File: src/hdl/bt_pkg.sv
// ----------------------------------------------------------------------------
// bt_pkg
// shared constants, codes and controller/datapath types of the trie multiset
// ----------------------------------------------------------------------------
`default_nettype none

package bt_pkg;

  localparam int KEY_BITS   = 16;
  localparam int COUNT_BITS = 32;
  localparam int NODE_BITS  = KEY_BITS + 1;
  localparam int NODE_DEPTH = 1 << NODE_BITS;

  typedef logic [NODE_BITS-1:0]  node_t;
  typedef logic [KEY_BITS-1:0]   bkey_t;
  typedef logic [COUNT_BITS-1:0] count_t;

  // largest count that fits, one bit wider than any 32-bit sum
  localparam logic [32:0] COUNT_MAX = (33'd1 << COUNT_BITS) - 33'd1;

  // request codes
  localparam logic [3:0] OP_INSERT      = 4'd0;
  localparam logic [3:0] OP_ERASE       = 4'd1;
  localparam logic [3:0] OP_COUNT       = 4'd2;
  localparam logic [3:0] OP_KTH_SMALL   = 4'd3;
  localparam logic [3:0] OP_ERASE_SMALL = 4'd4;
  localparam logic [3:0] OP_KTH_GREAT   = 4'd5;
  localparam logic [3:0] OP_ERASE_GREAT = 4'd6;
  localparam logic [3:0] OP_CNT_SMALLER = 4'd7;
  localparam logic [3:0] OP_CNT_GREATER = 4'd8;
  localparam logic [3:0] OP_MIN_XOR     = 4'd9;
  localparam logic [3:0] OP_MAX_XOR     = 4'd10;

  // status codes
  localparam logic [1:0] ST_OK       = 2'd0;
  localparam logic [1:0] ST_RANGE    = 2'd1;
  localparam logic [1:0] ST_OVERFLOW = 2'd2;

  // datapath commands
  typedef enum logic [3:0] {
    CMD_NONE,
    CMD_CLEAR,
    CMD_LOAD,
    CMD_RD_ROOT,
    CMD_RD_LEAF,
    CMD_CHECK,
    CMD_WRD,
    CMD_WUSE,
    CMD_FRD,
    CMD_FUSE,
    CMD_PSTART,
    CMD_PRD,
    CMD_PWR,
    CMD_SHOW
  } cmd_t;

  // what follows the check of a request
  typedef enum logic [1:0] {
    DEC_DONE,
    DEC_PATH,
    DEC_WALK
  } dec_t;

  // what follows the end of a walk
  typedef enum logic [1:0] {
    WEND_DONE,
    WEND_FINAL,
    WEND_PATH
  } wend_t;

  typedef struct packed {
    logic  clr_last;
    dec_t  dec;
    wend_t wend;
    logic  at_last;
    logic  at_leaf;
    logic  out_free;
  } bt_sts_t;

endpackage

`default_nettype wire

File: src/hdl/bt_ctrl.sv
// ----------------------------------------------------------------------------
// bt_ctrl
// sequencer: clearing pass, request check, trie walk and path update
// ----------------------------------------------------------------------------
`default_nettype none

module bt_ctrl import bt_pkg::*; (
  input  wire logic    clk,
  input  wire logic    rst_n,
  input  wire logic    in_valid,
  output logic         in_ready,
  input  wire bt_sts_t sts,
  output cmd_t         cmd
);

  typedef enum logic [12:0] {
    S_CLEAR  = 13'b0000000000001,
    S_IDLE   = 13'b0000000000010,
    S_ROOT   = 13'b0000000000100,
    S_LEAF   = 13'b0000000001000,
    S_CHECK  = 13'b0000000010000,
    S_WRD    = 13'b0000000100000,
    S_WUSE   = 13'b0000001000000,
    S_FRD    = 13'b0000010000000,
    S_FUSE   = 13'b0000100000000,
    S_PSTART = 13'b0001000000000,
    S_PRD    = 13'b0010000000000,
    S_PWR    = 13'b0100000000000,
    S_DONE   = 13'b1000000000000
  } state_t;

  state_t state_r, state_nxt;

  always_ff @(posedge clk) begin
    if (!rst_n) begin
      state_r <= S_CLEAR;
    end else begin
      state_r <= state_nxt;
    end
  end

  always_comb begin
    state_nxt = state_r;
    cmd       = CMD_NONE;
    in_ready  = 1'b0;
    case (state_r)
      S_CLEAR: begin
        cmd = CMD_CLEAR;
        if (sts.clr_last) state_nxt = S_IDLE;
      end
      S_IDLE: begin
        in_ready = 1'b1;
        if (in_valid) begin
          cmd       = CMD_LOAD;
          state_nxt = S_ROOT;
        end
      end
      S_ROOT: begin
        cmd       = CMD_RD_ROOT;
        state_nxt = S_LEAF;
      end
      S_LEAF: begin
        cmd       = CMD_RD_LEAF;
        state_nxt = S_CHECK;
      end
      S_CHECK: begin
        cmd = CMD_CHECK;
        case (sts.dec)
          DEC_PATH: state_nxt = S_PRD;
          DEC_WALK: state_nxt = S_WRD;
          default:  state_nxt = S_DONE;
        endcase
      end
      S_WRD: begin
        cmd       = CMD_WRD;
        state_nxt = S_WUSE;
      end
      S_WUSE: begin
        cmd = CMD_WUSE;
        if (sts.at_last) begin
          case (sts.wend)
            WEND_FINAL: state_nxt = S_FRD;
            WEND_PATH:  state_nxt = S_PSTART;
            default:    state_nxt = S_DONE;
          endcase
        end else begin
          state_nxt = S_WRD;
        end
      end
      S_FRD: begin
        cmd       = CMD_FRD;
        state_nxt = S_FUSE;
      end
      S_FUSE: begin
        cmd       = CMD_FUSE;
        state_nxt = S_DONE;
      end
      S_PSTART: begin
        cmd       = CMD_PSTART;
        state_nxt = S_PRD;
      end
      S_PRD: begin
        cmd       = CMD_PRD;
        state_nxt = S_PWR;
      end
      S_PWR: begin
        cmd       = CMD_PWR;
        state_nxt = sts.at_leaf ? S_DONE : S_PRD;
      end
      S_DONE: begin
        if (sts.out_free) begin
          cmd       = CMD_SHOW;
          state_nxt = S_IDLE;
        end
      end
      default: state_nxt = S_CLEAR;
    endcase
  end

endmodule

`default_nettype wire

File: config.mk
export PLATFORM = sky130hd
export DESIGN_NAME = bt_ctrl
export DESIGN_NICKNAME = d
export VERILOG_FILES = /design/src/hdl/bt_pkg.sv /design/src/hdl/bt_ctrl.sv
export SDC_FILE = /design/constraint.sdc
export NUM_CORES = 1
export LEC_CHECK = 0
export BUFFER_PORTS_ARGS = -buffer_cell sky130_fd_sc_hd__buf_4
export CELL_PAD_IN_SITES_DETAIL_PLACEMENT = 0
export CELL_PAD_IN_SITES_GLOBAL_PLACEMENT = 1
export CORE_ASPECT_RATIO = 1.5
export CORE_MARGIN = 2
export CORE_UTILIZATION = 25
export CTS_BUF_LIST = sky130_fd_sc_hd__clkbuf_4 sky130_fd_sc_hd__clkbuf_8 sky130_fd_sc_hd__clkbuf_16
export DETAILED_ROUTE_END_ITERATION = 8
export HOLD_SLACK_MARGIN = 0.02
export PLACE_DENSITY_LB_ADDON = 0.1
export SYNTH_ARGS = -nofsm -noshare
export SYNTH_HDL_FRONTEND = slang
export SYNTH_SLANG_ARGS = --single-unit
File: constraint.sdc
create_clock -name clk -period 3.06 [get_ports clk]
set_clock_uncertainty 0.15 [all_clocks]
set_input_delay 0.153 -clock clk [delete_from_list [all_inputs] [get_ports clk]]
set_output_delay 0.153 -clock clk [all_outputs]
set_load 0.01 [all_outputs]
==> impl_metrics.yaml <==
run_status:
  status: "finished clean"
worst_setup_path:
  critPathKind: "reg -> out"
  critPathSlowestCell: "or4_1"
  critPathCaptureType: "output pin"
  cp.arrival_ns: 2.56
  cpPeakStageDelay_ns: 0.62
  critPathBufInv: 1
  crit_required_ns: 2.76
  crit_chain: "or4_1 -> or3_1 -> nor4_1 -> a2111o_1 -> buf_4"
  path_max_fanout: 13
  critPathTopFamily: "simple AND/OR/NAND/NOR gates"
  crit_start: "state_r[6]"
  r2r_start: "state_r[2]"
  worstSetupStartpointType: "flip-flop"
die:
  ios: 16
  initial_utilization_pct: 25.5
  core_area_um2: 4170
  num_rows: 29
  die_h_um: 83.9
  die_w_um: 57.3
  dieArea_um2: 4800
routing:
  wl_per_cell_um: 16.1
  drtIter0Drc: 38
  drt_wl_total_um: 3240
  drc: 0
  vias: 1085
  antenna_left: 0
  vias_per_cell: 5.40
  detail_route.first_pass.iterations: 4
power_and_ir_drop:
  vdd_drop_max_mv: 0.221
  cellPowerDensity_nw_per_um2: 558
  total_leakage_power_uw: 0.000564
sta:
  rsz0062_at_grt: "no"
  hold_violations: 0
  period_share_pct: 93.7
  fin_crit_ns: 2.87
  fmax_ghz: 0.349
  slew_headroom_pct: 58.7
  setup_violations: 0
  drv_slew: 0
  worst_pin_slew_ns: 0.615
  setup_tns_ns: 0
cts:
  cts_sinks: 13
  clk_pin_slew_worst_paths_ns: 0.05
  numCtsBuffers: 3
  ctsRootBufferMaster: "clkbuf_8"
  cts_tree: "yes"
  cts_resized: 0
  cts_hold_buf: 0
  cts-htree-levels: 1
  cts_setup_buffers: 0
  clockBufferDepth: 2
  clock_latency_ns: 0.25
synth:
  yosysSeqAreaShare_pct: 24.5
  synth_area_um2: 1060
  synth_cell_types: 43
  synth_cells: 144
  synthArstFlopShare_pct: 0
  syn_avg_cell_area_um2: 7.39
  synth_ff_type: "dfxtp_1"
  yosysWarnings: 0
  ys_ff_latch: 13
  synth_nets: 159
  synth_edf_count: 0
layout:
  largest_reg_flops: 13
  antenna_cells: 0
  final_common_cell: "buf_4"
  layout.cells.non_filler: 201
  area.growth.synth_to_final_pct: 17.3
  drive_gt1_share_pct: 16.8
  layout.nets: 171
  post-route-util_pct: 29.9
  top_register: "state_r"
  mostFrequentLayoutCells: "buf_4 (16), nor3_1 (14), nand2_1 (13), dfxtp_1 (13)"
  top_regs: "state_r: 13 flops"
placed_design:
  dp.cells: 197
  routabilityCongestion: 0.803
  dp_hpwl_um: 2560
  portBuffers: 15
global_route:
  grt_util_met3_pct: 2.17
  grt.busiest_layer: "met2"
  grtUsageMet1_pct: 18.3
  grt_pass1_vias: 1083
  grt_pass1_wl_um: 5440
  overflow: 0
  grt_usage_pct: 14.5
  grt_use_met2_pct: 24.9
  grt_max_degree: 14
  antenna_found_initial: 0
min_path:
  hold_start: "in_valid"
  min_path_type: "in -> reg"
flow_run:
  max-cap-violations: 0
==> area by class of cell <==
| type | count | area (µm²) |
|---|---|---|
| Fill cell | 470 | 2930 |
| Inverter | 9 | 33.8 |
| Multi-Input combinational cell | 113 | 727 |
| Clock buffer | 4 | 48.8 |
| Sequential cell | 13 | 260 |
| Timing Repair Buffer | 16 | 120 |
| Tap cell | 46 | 57.6 |
==> synth_stat cells, drive strengths merged, types with 2 or more instances <==
cell / instances / area (µm²)
a21oi: 5 / 28.8
and2: 2 / 15.0
and3: 4 / 25.0
and4: 3 / 26.3
buf: 2 / 16.3
clkbuf: 7 / 26.3
dfxtp: 13 / 260
ha: 4 / 50.1
inv: 9 / 33.8
nand2: 13 / 48.8
nand2b: 3 / 18.8
nor2: 9 / 33.8
nor2b: 2 / 12.5
nor3: 14 / 70.1
nor3b: 3 / 22.5
nor4: 4 / 25.0
nor4b: 3 / 26.3
o21a: 3 / 22.5
o21ai: 10 / 50.0
o31a: 2 / 17.5
o41ai: 2 / 17.5
or2: 2 / 12.5
or3: 4 / 25.0
or4: 4 / 33.8
xor2: 4 / 35.0
==> through the flow <==
stage               setup WS [ns]  hold WS (ns)  total power [µW]  area [µm²]
finish                      0.192        0.0339               696        1250
global route               0.0361        0.0516               750        1250
CTS                         0.173        0.0313               701        1250
detailed placement          0.450         0.285               534        1200
global placement            0.393         0.290               539        1200
floorplan                   0.803         0.134               439        1060
==> worst reg2reg max path: cells and delay by family (launching register included) <==
kind | cells | cell delay [ns]
flops | 1 | 0.41
compound gates | 2 | 0.43
simple gates | 3 | 1.34
==> logic make-up after synthesis <==
kind of cell	share of synthesized area (%)
simple gates	40.1
compound gates	18.5
buf+inv	7.18
flops	24.5
xor+xnor	4.12
fa+ha+maj	4.71
mux	0.941
==> final timing paths <==
kind	cells after the start	endpoint	slack (ns)
setup / recovery	5	cmd[0]	0.19
hold / removal	3	state_r[2]	0.03
setup reg to reg	5	state_r[10]	0.62
hold reg to reg	2	state_r[8]	0.45
==> routing by layer <==
layer	up-vias	wire length, µm	share of wire [%]
li1	548	-	-
met1	517	1490	46
met2	16	1620	50
met3	4	97	3.0
met4	0	29	0.89
met5	-	0	0
==> where the power goes <==
part / switching (µW) / leakage [µW] / internal (µW)
sequential: 37.6 / 0.000105 / 187
combinational: 171 / 0.000433 / 135
clock: 65.0 / 0.0000262 / 101
total: 274 / 0.000564 / 422
Power figures use the tool's default switching activity.
